==> src/rtl/emi_pkg.sv <==
package emi_pkg;

    localparam int ANGLE_BITS = 10;
    localparam int SUM_WIDTH  = 24;

    localparam int ONE = 1 << ANGLE_BITS;

    // supercluster limits as integer thresholds on |eta|
    localparam logic [12:0] SC_MAX_ACC   = 13'((25 * ONE) / 10);
    localparam logic [12:0] SC_CRACK_LO  = 13'((14442 * ONE) / 10000);
    localparam logic [12:0] SC_CRACK_HI  = 13'((1566 * ONE - 1) / 1000);
    localparam logic [12:0] SC_ENDCAP    = 13'((1479 * ONE) / 1000);

    localparam logic [15:0] PT_LOW_LIMIT = 16'd320;
    localparam int TWO_PI_FIX = ((205887 << ANGLE_BITS) + 16384) >> 15;
    localparam int PI_FIX     = TWO_PI_FIX / 2;

    localparam logic [8:0] CODE_MIN     = 9'd7;
    localparam logic [8:0] CODE_PHOTON  = 9'd22;
    localparam logic [8:0] CODE_NEUTRAL = 9'd130;
    localparam logic [8:0] CODE_CHARGED = 9'd211;

    // sum slots
    localparam logic [1:0] SUM_PH = 2'd0;
    localparam logic [1:0] SUM_NH = 2'd1;
    localparam logic [1:0] SUM_CH = 2'd2;
    localparam logic [1:0] SUM_PU = 2'd3;
    // dead cone slots in the packed register
    localparam logic [1:0] DC_CH = 2'd0;
    localparam logic [1:0] DC_PU = 2'd1;
    localparam logic [1:0] DC_PH = 2'd2;
    localparam logic [1:0] DC_NH = 2'd3;

    // configuration register indexes
    localparam logic [2:0] CFG_CONE_MIN   = 3'd0;
    localparam logic [2:0] CFG_CONE_MAX   = 3'd1;
    localparam logic [2:0] CFG_CONE_SCALE = 3'd2;
    localparam logic [2:0] CFG_PT_FLOOR   = 3'd3;
    localparam logic [2:0] CFG_DC_BARREL  = 3'd4;
    localparam logic [2:0] CFG_DC_ENDCAP  = 3'd5;

    // shared multiplier
    localparam int MA_W = 26;
    localparam int MB_W = 31;
    localparam int MP_W = MA_W + MB_W;
    localparam int R2_W = 24;
    localparam int D2_W = 29;
    localparam int CORR_SHIFT = 2 * ANGLE_BITS + 10;

    // floor(y / 9) as a reciprocal multiply, exact for y below 2^27
    localparam int Y_W = MP_W - CORR_SHIFT;
    localparam logic [MA_W-1:0] RECIP_9 = 26'd59652324;
    localparam int RECIP_SHIFT = 29;

    localparam int DIV_A = 16 + ANGLE_BITS;
    localparam int DIV_B = SUM_WIDTH + 12;
    localparam int DIV_C = MP_W - CORR_SHIFT;
    localparam int DIV_AB = (DIV_A > DIV_B) ? DIV_A : DIV_B;
    localparam int DIV_W = (DIV_AB > DIV_C) ? DIV_AB : DIV_C;
    localparam int DIV_CNT_W = $clog2(DIV_W + 1);

endpackage

==> src/rtl/emi_div.sv <==
module emi_div (
    input  logic                        i_clk,
    input  logic                        i_rst_n,
    input  logic                        i_start,
    input  logic [emi_pkg::DIV_W-1:0]   i_dividend,
    input  logic [15:0]                 i_divisor,
    output logic                        o_done,
    output logic [emi_pkg::DIV_W-1:0]   o_quotient
);

    logic [15:0]                      r_rem;
    logic [15:0]                      r_div;
    logic [emi_pkg::DIV_W-1:0]        r_quo;
    logic [emi_pkg::DIV_CNT_W-1:0]    r_cnt;
    logic                             r_busy;
    logic                             r_done;

    logic [16:0] rem_sh;
    logic        ge;
    logic [16:0] rem_sub;

    assign rem_sh  = {r_rem, r_quo[emi_pkg::DIV_W-1]};
    assign ge      = rem_sh >= {1'b0, r_div};
    assign rem_sub = rem_sh - {1'b0, r_div};

    always_ff @(posedge i_clk) begin
        if (!i_rst_n) begin
            r_busy <= 1'b0;
            r_done <= 1'b0;
            r_cnt  <= '0;
        end else begin
            r_done <= 1'b0;
            if (i_start) begin
                r_busy <= 1'b1;
                r_cnt  <= emi_pkg::DIV_CNT_W'(emi_pkg::DIV_W);
                r_rem  <= '0;
                r_div  <= i_divisor;
                r_quo  <= i_dividend;
            end else if (r_busy) begin
                // one quotient bit a cycle, restoring
                r_rem <= ge ? rem_sub[15:0] : rem_sh[15:0];
                r_quo <= {r_quo[emi_pkg::DIV_W-2:0], ge};
                r_cnt <= r_cnt - 1'b1;
                if (r_cnt == emi_pkg::DIV_CNT_W'(1)) begin
                    r_busy <= 1'b0;
                    r_done <= 1'b1;
                end
            end
        end
    end

    assign o_done     = r_done;
    assign o_quotient = r_quo;

endmodule

==> src/rtl/electron_mini_isolation_top.sv <==
// electron mini-isolation with a pt dependent cone
// input channel: i_in_valid / o_in_stall, one request per electron or candidate.
// an electron request outside the rejected eta regions opens a record, candidate
// requests add to four class sums, the request flagged last closes an open record
// and yields one result request on o_out_valid / i_out_stall.
// an ignored candidate is dropped in S_IDLE, a summed candidate passes S_SQA, S_SQB,
// S_DC and S_ACC, an electron with pt above PT_LOW_LIMIT passes S_CONE (cone
// radius division on the shared bit-serial divider, DIV_W = 36 quotient bits)
// and S_R2, a low-pt electron stays in S_IDLE. the closing request passes S_FIN,
// S_CMUL and S_CREC (pileup term on the shared multiplier), then S_DIVS and
// S_RWAIT (one divider run) to the output register; a low-pt close skips to S_OUT.
// o_in_stall is high whenever the sequencer is busy.
// reset (synchronous, active low) restores register defaults, closes the record
// and empties the output register.
// when the receiver stalls, the result holds in the output register; the block
// finishes the next item but waits with a further result until the register frees.
module electron_mini_isolation_top (
    input  logic                i_clk,
    input  logic                i_rst_n,
    input  logic                i_cfg_we,
    input  logic [2:0]          i_cfg_index,
    input  logic [47:0]         i_cfg_data,
    input  logic                i_in_valid,
    output logic                o_in_stall,
    input  logic                i_command,
    input  logic [15:0]         i_pt,
    input  logic signed [13:0]  i_eta,
    input  logic signed [12:0]  i_phi,
    input  logic [12:0]         i_cluster_eta_abs,
    input  logic [9:0]          i_effective_area,
    input  logic [12:0]         i_energy_density,
    input  logic [8:0]          i_particle_code,
    input  logic                i_is_neutral,
    input  logic [1:0]          i_vertex_quality,
    input  logic                i_last,
    output logic                o_out_valid,
    input  logic                i_out_stall,
    output logic [15:0]         o_relative_isolation,
    output logic                o_low_pt,
    output logic                o_saturated
);

    localparam int SW = emi_pkg::SUM_WIDTH;
    localparam int DW = emi_pkg::DIV_W;

    typedef enum logic [12:0] {
        S_IDLE  = 13'b0_0000_0000_0001,
        S_CONE  = 13'b0_0000_0000_0010,
        S_R2    = 13'b0_0000_0000_0100,
        S_SQA   = 13'b0_0000_0000_1000,
        S_SQB   = 13'b0_0000_0001_0000,
        S_DC    = 13'b0_0000_0010_0000,
        S_ACC   = 13'b0_0000_0100_0000,
        S_FIN   = 13'b0_0000_1000_0000,
        S_CMUL  = 13'b0_0001_0000_0000,
        S_CREC  = 13'b0_0010_0000_0000,
        S_DIVS  = 13'b0_0100_0000_0000,
        S_RWAIT = 13'b0_1000_0000_0000,
        S_OUT   = 13'b1_0000_0000_0000
    } t_state;

    t_state r_state;

    logic [11:0] r_cone_min, r_cone_max;
    logic [15:0] r_cone_scale, r_floor;
    logic [47:0] r_dc_barrel, r_dc_endcap;

    logic [15:0]              r_e_pt;
    logic signed [13:0]       r_e_eta;
    logic signed [12:0]       r_e_phi;
    logic                     r_endcap, r_open, r_last;
    logic [11:0]              r_r;
    logic [emi_pkg::R2_W-1:0] r_r2;
    logic [23:0]              r_atr;
    logic [SW-1:0]            r_sum [4];
    logic [13:0]              r_ade, r_adp;
    logic [15:0]              r_cpt;
    logic [1:0]               r_ksum, r_kdc;
    logic                     r_elig;
    logic [emi_pkg::D2_W-1:0] r_d2;
    logic [emi_pkg::R2_W-1:0] r_dc2;
    logic [emi_pkg::MB_W-1:0] r_p;
    logic [emi_pkg::Y_W-1:0]  r_y;
    logic [emi_pkg::Y_W-1:0]  r_corr;
    logic [15:0]              r_res_rel;
    logic                     r_res_low, r_res_sat;
    logic                     r_ov;
    logic [15:0]              r_o_rel;
    logic                     r_o_low, r_o_sat;

    logic accept;
    assign o_in_stall = r_state != S_IDLE;
    assign accept     = i_in_valid && !o_in_stall;

    // shared multiplier
    logic [emi_pkg::MA_W-1:0] m_a;
    logic [emi_pkg::MB_W-1:0] m_b;
    logic [emi_pkg::MP_W-1:0] m_p;
    logic [11:0]              dc_sel;
    logic [47:0]              dc_reg;

    assign dc_reg = r_endcap ? r_dc_endcap : r_dc_barrel;
    assign dc_sel = dc_reg[12 * r_kdc +: 12];

    always_comb begin
        case (r_state)
            S_IDLE: begin
                m_a = emi_pkg::MA_W'(i_effective_area);
                m_b = emi_pkg::MB_W'(i_energy_density);
            end
            S_R2: begin
                m_a = emi_pkg::MA_W'(r_r);
                m_b = emi_pkg::MB_W'(r_r);
            end
            S_SQA: begin
                m_a = emi_pkg::MA_W'(r_ade);
                m_b = emi_pkg::MB_W'(r_ade);
            end
            S_SQB: begin
                m_a = emi_pkg::MA_W'(r_adp);
                m_b = emi_pkg::MB_W'(r_adp);
            end
            S_DC: begin
                m_a = emi_pkg::MA_W'(dc_sel);
                m_b = emi_pkg::MB_W'(dc_sel);
            end
            S_FIN: begin
                m_a = emi_pkg::MA_W'(r_r2);
                m_b = emi_pkg::MB_W'(100);
            end
            S_CMUL: begin
                m_a = emi_pkg::MA_W'(r_atr);
                m_b = r_p;
            end
            S_CREC: begin
                m_a = emi_pkg::RECIP_9;
                m_b = emi_pkg::MB_W'(r_y);
            end
            default: begin
                m_a = '0;
                m_b = '0;
            end
        endcase
    end

    assign m_p = emi_pkg::MP_W'(m_a) * emi_pkg::MP_W'(m_b);

    // shared divider
    logic          div_start;
    logic [DW-1:0] div_dividend;
    logic [15:0]   div_divisor;
    logic          div_done;
    logic [DW-1:0] div_q;

    emi_div u_div (
        .i_clk      (i_clk),
        .i_rst_n    (i_rst_n),
        .i_start    (div_start),
        .i_dividend (div_dividend),
        .i_divisor  (div_divisor),
        .o_done     (div_done),
        .o_quotient (div_q)
    );

    // electron decode
    logic e_reject, e_endcap, e_high;
    assign e_reject = (i_cluster_eta_abs > emi_pkg::SC_MAX_ACC) ||
                      (i_cluster_eta_abs > emi_pkg::SC_CRACK_LO &&
                       i_cluster_eta_abs <= emi_pkg::SC_CRACK_HI);
    assign e_endcap = i_cluster_eta_abs > emi_pkg::SC_ENDCAP;
    assign e_high   = i_pt > emi_pkg::PT_LOW_LIMIT;

    // candidate decode
    logic       c_elig;
    logic [1:0] c_ksum, c_kdc;
    logic       c_floor;
    assign c_floor = i_pt > r_floor;

    always_comb begin
        c_elig = 1'b0;
        c_ksum = emi_pkg::SUM_PU;
        c_kdc  = emi_pkg::DC_PU;
        if (i_is_neutral) begin
            if (i_particle_code == emi_pkg::CODE_PHOTON) begin
                c_elig = c_floor;
                c_ksum = emi_pkg::SUM_PH;
                c_kdc  = emi_pkg::DC_PH;
            end else if (i_particle_code == emi_pkg::CODE_NEUTRAL) begin
                c_elig = c_floor;
                c_ksum = emi_pkg::SUM_NH;
                c_kdc  = emi_pkg::DC_NH;
            end
        end else if (i_vertex_quality > 2'd1) begin
            c_elig = i_particle_code == emi_pkg::CODE_CHARGED;
            c_ksum = emi_pkg::SUM_CH;
            c_kdc  = emi_pkg::DC_CH;
        end else begin
            c_elig = c_floor;
        end
    end

    logic signed [14:0] de, dp, dpw;
    logic [14:0]        ade15, adp15;
    assign de  = 15'(i_eta) - 15'(r_e_eta);
    assign dp  = 15'(i_phi) - 15'(r_e_phi);
    always_comb begin
        if (dp > 15'(emi_pkg::PI_FIX))
            dpw = dp - 15'(emi_pkg::TWO_PI_FIX);
        else if (dp < -15'(emi_pkg::PI_FIX))
            dpw = dp + 15'(emi_pkg::TWO_PI_FIX);
        else
            dpw = dp;
    end
    assign ade15 = de[14] ? 15'(-de) : 15'(de);
    assign adp15 = dpw[14] ? 15'(-dpw) : 15'(dpw);

    // cone clamp
    logic [11:0] cone_q;
    logic [11:0] cone_r;
    assign cone_q = (div_q > DW'(r_cone_max)) ? r_cone_max : div_q[11:0];
    assign cone_r = (cone_q < r_cone_min) ? r_cone_min : cone_q;

    // final combination
    logic [DW-1:0] neu, diff, tot;
    assign neu  = DW'(r_sum[emi_pkg::SUM_PH]) + DW'(r_sum[emi_pkg::SUM_NH]);
    assign diff = (neu > DW'(r_corr)) ? neu - DW'(r_corr) : '0;
    assign tot  = DW'(r_sum[emi_pkg::SUM_CH]) + diff;

    // saturating accumulate
    logic [SW:0] acc_sum;
    logic        in_cone;
    assign acc_sum = {1'b0, r_sum[r_ksum]} + (SW + 1)'(r_cpt);
    assign in_cone = r_elig && (r_d2 <= emi_pkg::D2_W'(r_r2)) &&
                     (r_d2 >= emi_pkg::D2_W'(r_dc2));

    always_comb begin
        div_start    = 1'b0;
        div_dividend = '0;
        div_divisor  = r_e_pt;
        case (r_state)
            S_IDLE: begin
                div_start    = accept && !i_command && !e_reject && e_high;
                div_dividend = DW'({r_cone_scale, {emi_pkg::ANGLE_BITS{1'b0}}});
                div_divisor  = i_pt;
            end
            S_DIVS: begin
                div_start    = 1'b1;
                div_dividend = tot << 10;
                div_divisor  = r_e_pt;
            end
            default: begin
                div_start = 1'b0;
            end
        endcase
    end

    logic out_free;
    assign out_free = !r_ov || !i_out_stall;

    always_ff @(posedge i_clk) begin
        if (!i_rst_n) begin
            r_state      <= S_IDLE;
            r_cone_min   <= 12'd51;
            r_cone_max   <= 12'd205;
            r_cone_scale <= 16'd640;
            r_floor      <= 16'd0;
            r_dc_barrel  <= 48'd0;
            r_dc_endcap  <= 48'd1375793167;
            r_e_pt       <= '0;
            r_e_eta      <= '0;
            r_e_phi      <= '0;
            r_endcap     <= 1'b0;
            r_open       <= 1'b0;
            r_r          <= '0;
            r_r2         <= '0;
            r_atr        <= '0;
            for (int k = 0; k < 4; k++) r_sum[k] <= '0;
            r_ov         <= 1'b0;
        end else begin
            if (i_cfg_we) begin
                case (i_cfg_index)
                    emi_pkg::CFG_CONE_MIN:   r_cone_min   <= i_cfg_data[11:0];
                    emi_pkg::CFG_CONE_MAX:   r_cone_max   <= i_cfg_data[11:0];
                    emi_pkg::CFG_CONE_SCALE: r_cone_scale <= i_cfg_data[15:0];
                    emi_pkg::CFG_PT_FLOOR:   r_floor      <= i_cfg_data[15:0];
                    emi_pkg::CFG_DC_BARREL:  r_dc_barrel  <= i_cfg_data;
                    emi_pkg::CFG_DC_ENDCAP:  r_dc_endcap  <= i_cfg_data;
                    default: ;
                endcase
            end

            if (r_state == S_OUT && out_free) r_ov <= 1'b1;
            else if (!i_out_stall) r_ov <= 1'b0;

            case (r_state)
                S_IDLE: begin
                    if (accept) begin
                        r_last <= i_last;
                        if (!i_command) begin
                            for (int k = 0; k < 4; k++) r_sum[k] <= '0;
                            if (e_reject) begin
                                r_open <= 1'b0;
                            end else begin
                                r_open   <= 1'b1;
                                r_e_pt   <= i_pt;
                                r_e_eta  <= i_eta;
                                r_e_phi  <= i_phi;
                                r_endcap <= e_endcap;
                                r_atr    <= m_p[23:0];
                                if (e_high) begin
                                    r_state <= S_CONE;
                                end else begin
                                    r_r  <= '0;
                                    r_r2 <= '0;
                                    if (i_last) r_state <= S_FIN;
                                end
                            end
                        end else if (r_open) begin
                            if (r_e_pt > emi_pkg::PT_LOW_LIMIT &&
                                i_particle_code >= emi_pkg::CODE_MIN) begin
                                r_ade   <= ade15[13:0];
                                r_adp   <= adp15[13:0];
                                r_cpt   <= i_pt;
                                r_ksum  <= c_ksum;
                                r_kdc   <= c_kdc;
                                r_elig  <= c_elig;
                                r_state <= S_SQA;
                            end else if (i_last) begin
                                r_state <= S_FIN;
                            end
                        end
                    end
                end
                S_CONE: begin
                    if (div_done) begin
                        r_r     <= cone_r;
                        r_state <= S_R2;
                    end
                end
                S_R2: begin
                    r_r2    <= m_p[emi_pkg::R2_W-1:0];
                    r_state <= r_last ? S_FIN : S_IDLE;
                end
                S_SQA: begin
                    r_d2    <= m_p[emi_pkg::D2_W-1:0];
                    r_state <= S_SQB;
                end
                S_SQB: begin
                    r_d2    <= r_d2 + m_p[emi_pkg::D2_W-1:0];
                    r_state <= S_DC;
                end
                S_DC: begin
                    r_dc2   <= m_p[emi_pkg::R2_W-1:0];
                    r_state <= S_ACC;
                end
                S_ACC: begin
                    if (in_cone)
                        r_sum[r_ksum] <= acc_sum[SW] ? {SW{1'b1}} : acc_sum[SW-1:0];
                    r_state <= r_last ? S_FIN : S_IDLE;
                end
                S_FIN: begin
                    r_open <= 1'b0;
                    if (r_e_pt <= emi_pkg::PT_LOW_LIMIT) begin
                        r_res_rel <= 16'hFFFF;
                        r_res_low <= 1'b1;
                        r_res_sat <= 1'b0;
                        r_state   <= S_OUT;
                    end else begin
                        r_p     <= m_p[emi_pkg::MB_W-1:0];
                        r_state <= S_CMUL;
                    end
                end
                S_CMUL: begin
                    r_y     <= emi_pkg::Y_W'(m_p >> emi_pkg::CORR_SHIFT);
                    r_state <= S_CREC;
                end
                S_CREC: begin
                    r_corr  <= emi_pkg::Y_W'(m_p >> emi_pkg::RECIP_SHIFT);
                    r_state <= S_DIVS;
                end
                S_DIVS: begin
                    r_state <= S_RWAIT;
                end
                S_RWAIT: begin
                    if (div_done) begin
                        r_res_sat <= div_q[DW-1:16] != '0;
                        r_res_rel <= (div_q[DW-1:16] != '0) ? 16'hFFFF : div_q[15:0];
                        r_res_low <= 1'b0;
                        r_state   <= S_OUT;
                    end
                end
                S_OUT: begin
                    if (out_free) begin
                        r_o_rel <= r_res_rel;
                        r_o_low <= r_res_low;
                        r_o_sat <= r_res_sat;
                        r_state <= S_IDLE;
                    end
                end
                default: r_state <= S_IDLE;
            endcase
        end
    end

    assign o_out_valid          = r_ov;
    assign o_relative_isolation = r_o_rel;
    assign o_low_pt             = r_o_low;
    assign o_saturated          = r_o_sat;

endmodule

==> config.mk <==
export PLATFORM = sky130hd
export DESIGN_NAME = electron_mini_isolation_top
export DESIGN_NICKNAME = d
export VERILOG_FILES = /design/src/rtl/emi_pkg.sv /design/src/rtl/emi_div.sv /design/src/rtl/electron_mini_isolation_top.sv
export SDC_FILE = /design/constraint.sdc
export NUM_CORES = 2
export LEC_CHECK = 0
export ABC_AREA = 1
export BUFFER_PORTS_ARGS = -buffer_cell sky130_fd_sc_hd__buf_2
export CORE_MARGIN = 5
export CORE_UTILIZATION = 35
export DETAILED_ROUTE_END_ITERATION = 10
export PLACE_DENSITY_LB_ADDON = 0.08
export SLEW_MARGIN = 25
export SYNTH_ARGS = -nofsm -noshare
export SYNTH_HDL_FRONTEND = slang
export SYNTH_SLANG_ARGS = --single-unit
==> constraint.sdc <==
create_clock -name i_clk -period 8.4 [get_ports i_clk]
set_input_delay 0.42 -clock i_clk [delete_from_list [all_inputs] [get_ports i_clk]]
set_output_delay 0.42 -clock i_clk [all_outputs]
set_load 0.05 [all_outputs]
==> impl_summary.log <==
INFO  metric setup_repair_after_global_routing_missed_its_margin = true
INFO  metric critical_path_class = reg2reg
INFO  metric syn-mean-instance-area = 8.14 um2
INFO  metric post-route-drc-count = 0
INFO  metric post_synth_top_area_cell = fa_1
INFO  metric routed_wl = 238,000 um
INFO  metric drt_iter0_markers = 4,033
INFO  metric layout-drive-gt1-share = 21.4%
INFO  metric num_rows = 156
INFO  metric min_period = 8710 ps
INFO  metric average_wire_length_per_cell_after_detail_routing = 21.3 um
INFO  metric gr-usage-all-layers = 24.6%
INFO  metric tightestPinTransition = 1040 ps
INFO  metric timing.critical_path.slowest_cell_delay = 560 ps
INFO  metric synth_warnings = 0
INFO  metric finalPower = 35.7 mW
INFO  metric violations_in_the_final_reports = negative setup slack
INFO  metric grt_antenna_before_repair = 12
INFO  metric grt_max_degree = 179
INFO  metric power.density = 437 nW/um2
INFO  metric met2_wirelength = 109,000 um
INFO  metric via_per_inst = 4.96
INFO  metric path_common_cell = fa_1
INFO  metric worst-endpoint-arrival = 9150 ps
INFO  metric floorplan.core_area = 181,000 um2
INFO  metric layout_setup_ws = -306 ps
INFO  metric synthesis.instances = 7,801
INFO  metric finalMaxSlewViolations = 0
INFO  metric async_flop_share = 0%
INFO  metric dieHeight = 436 um
INFO  metric ir_worst_vdd = 1.74 mV
INFO  metric global_route_wire_length_before_repair = 359,000 um
INFO  metric synthesis_to_layout_area_growth = 28.6%
INFO  metric start_kind = flop
INFO  metric nets = 10,078
INFO  metric synth.most_common_cell = inv_1
INFO  metric critical_path_end_type = flop
INFO  metric die_w = 436 um
INFO  metric max_slew_margin = 30.1%
INFO  metric io_buffer_count = 167
INFO  metric crit_required = 8840 ps
INFO  metric cts_h_tree_depth = 3
INFO  metric setup-violations-final = 10
INFO  metric tritoncts = done
INFO  metric synth-main-ff-cell = edfxtp_1
INFO  metric initial_utilization = 35.2%
INFO  metric fillers = 17,796
INFO  metric top_routing_layer_in_use = met5
INFO  metric synth_edf_count = 387
INFO  metric synth_sequential_area_ratio = 27.1%
INFO  metric routabilityCongestion = 0.903
INFO  metric timing.critical_path.fanout_max = 15
INFO  metric synth.top_cells.by_area = fa_1, edfxtp_1, ha_1
INFO  metric clock_sinks = 666
INFO  metric post_synth_instance_area = 63,500 um2
INFO  metric number_of_search_and_repair_iterations_in_the_first_detailed_routing_pass = 5
INFO  metric status = finished with violations
INFO  metric die-area = 190,000 um2
INFO  metric cts-buffers-inserted = 77
INFO  metric ioPinCount = 169
INFO  metric clk_path_buf_depth = 3
INFO  metric cts.reportedPaths.clkPinSlew = 60 ps
INFO  metric critical_path.slowest_cell = fa_1
INFO  metric root_buf_cell = clkbuf_16
INFO  metric hold_slack = 42.8 ps
INFO  metric via_count_of_the_first_global_routing_pass = 56,998
INFO  metric synth.top_cells.by_count = inv_1, nand2_1, nor2_1
INFO  metric clock.fmax = 0.115 GHz
INFO  metric dp.final_hpwl = 192,000 um
INFO  metric worst_skew_pair.late_latency = 700 ps
INFO  metric synth.ff_latch_count = 666
INFO  metric finalClockSkew = 47.2 ps
INFO  metric multiInputGateArea = 43,200 um2
INFO  metric hold_path.class = in2reg
INFO  metric place_ws = -1360 ps
INFO  metric post-synth-top-area-fraction = 22.1%
INFO  metric final_min_period_over_clock_period = 104%
INFO  metric dpl_cell_area = 72,900 um2
INFO  metric final-seq-area = 17,200 um2
INFO  metric ant_nets = 0
INFO  metric number_of_hold_violations_in_the_final_report = 0
INFO  metric final_cell_area = 81,600 um2
INFO  metric wl_met3 = 10,300 um
INFO  metric num_vias = 55,557
INFO  metric met1Wirelength = 111,000 um
INFO  metric static-leakage-power = 37.3 nW
INFO  metric synthDistinctLibCells = 61
INFO  metric overflow = 0
INFO  metric max_cap_viols = 0
## worst max-delay path, delay by kind of cell (launching register included)
kind / cells / cell delay (ps)
adder cells (fa/ha/maj): 9 / 4020
AND/OR/NAND/NOR: 14 / 1690
buffers and inverters: 13 / 1600
AO/OA/AOI/OAI: 3 / 490
flip-flops: 1 / 320
XOR/XNOR: 2 / 320
## cell families (layout without fill, tap and decap cells)
| group | count (synthesis) | in the layout | synth area share (%) |
|---|---|---|---|
| AND/OR/NAND/NOR | 2766 | 2766 | 17.5 |
| buffers and inverters | 1785 | 2815 | 10.7 |
| AO/OA/AOI/OAI | 1238 | 1238 | 11.1 |
| adder cells (fa/ha/maj) | 1155 | 1155 | 31.1 |
| flip-flops | 666 | 666 | 27.1 |
| XOR/XNOR | 189 | 189 | 2.62 |
| other | 2 | 12 | 0.0118 |
## metrics by stage
step                      utilization [%]  setup TNS, ps  std cells
after global placement               40.4         -51800      10839
after detailed placement             40.4         -51400      10839
final                                45.2          -1720      11211
after floorplan                         -              0       7809
after CTS                            43.7          -1650      11124
after global routing                 45.2          -7800      11210
## registers in the layout, summed over array words and instances, names as in the netlist, 24 cells and up
signal	count
r_dc2	24
r_dc_barrel	48
r_y	27
r_corr	27
r_p	31
r_d2	29
r_sum	96
r_atr	24
u_div.o_quotient	36
r_dc_endcap	48
r_r2	24
## worst paths after layout
kind / cells after the start / startpoint / end / slack [ps]
min: 3 / i_cfg_data[24] / r_dc_endcap[24]$_SDFFE_PN0P_ / 40
max: 41 / r_state[4]$_SDFFE_PN0P_ / r_d2[28]$_DFFE_PP_ / -310
max reg2reg: 41 / r_state[4]$_SDFFE_PN0P_ / r_d2[28]$_DFFE_PP_ / -310
min reg2reg: 0 / r_res_rel[3]$_SDFFCE_PP1P_ / o_relative_isolation[3]$_DFFE_PP_ / 420
## cell type report
cell class                      instances  area share (%)
Multi-Input combinational cell       5358            52.9
Sequential cell                       666            21.1
Timing Repair Buffer                 1160            12.0
Inverter                             1511            7.03
Tap cell                             2370            3.63
Clock buffer                          109            2.74
Clock inverter                         35           0.607
Antenna cell                            2         0.00613
## metal layers
layer	vias up	track usage (%)
met5	-	0
met4	4	6.76
met3	269	2.47
met2	1224	39.9
met1	27431	35.1
li1	26629	-
## what timing repair did
action / in CTS / in global routing
pin swaps: 149 / 231
endpoints found under the setup margin: 78 / 74
buffers inserted: 94 / 98
endpoints found under the hold margin: 77 / 0
gates cloned: 1 / 1
resized for setup: 420 / 547
hold buffers: 50 / 0
## power breakdown
part           switching, mW  internal, mW  total [mW]
Sequential            0.0804          4.18        4.26
Combinational           15.1          12.6        27.8
Clock                   1.51          2.13        3.64
## cells in the final DEF, fill, tap and decap left out, types with 33 or more instances in the layout
| cell type | netlist | routed |
|---|---|---|
| nand2_2 | 8 | 69 |
| buf_2 | 50 | 167 |
| nand2_1 | 1411 | 1321 |
| fa_1 | 701 | 666 |
| a21oi_1 | 464 | 399 |
| ha_1 | 454 | 398 |
| ha_4 | 0 | 53 |
| inv_1 | 1490 | 1413 |
| nor2_4 | 0 | 51 |
| nand4_1 | 43 | 43 |
| buf_6 | 1 | 106 |
| inv_2 | 11 | 74 |
| buf_4 | 1 | 753 |
| a22oi_1 | 33 | 33 |
| buf_12 | 0 | 67 |
| fa_2 | 0 | 35 |
| edfxtp_1 | 387 | 387 |
| nor2_2 | 4 | 53 |
| dfxtp_1 | 279 | 271 |
| xnor2_1 | 69 | 59 |
| clkbuf_16 | 0 | 84 |
| o21ai_0 | 471 | 414 |
| nor2_1 | 963 | 863 |
| xor2_1 | 119 | 105 |
| nand3_1 | 199 | 187 |
| nor3_1 | 56 | 47 |
| dlygate4sd3_1 | 0 | 50 |
| a21oi_4 | 0 | 36 |
(Power assumes the default switching activity.)
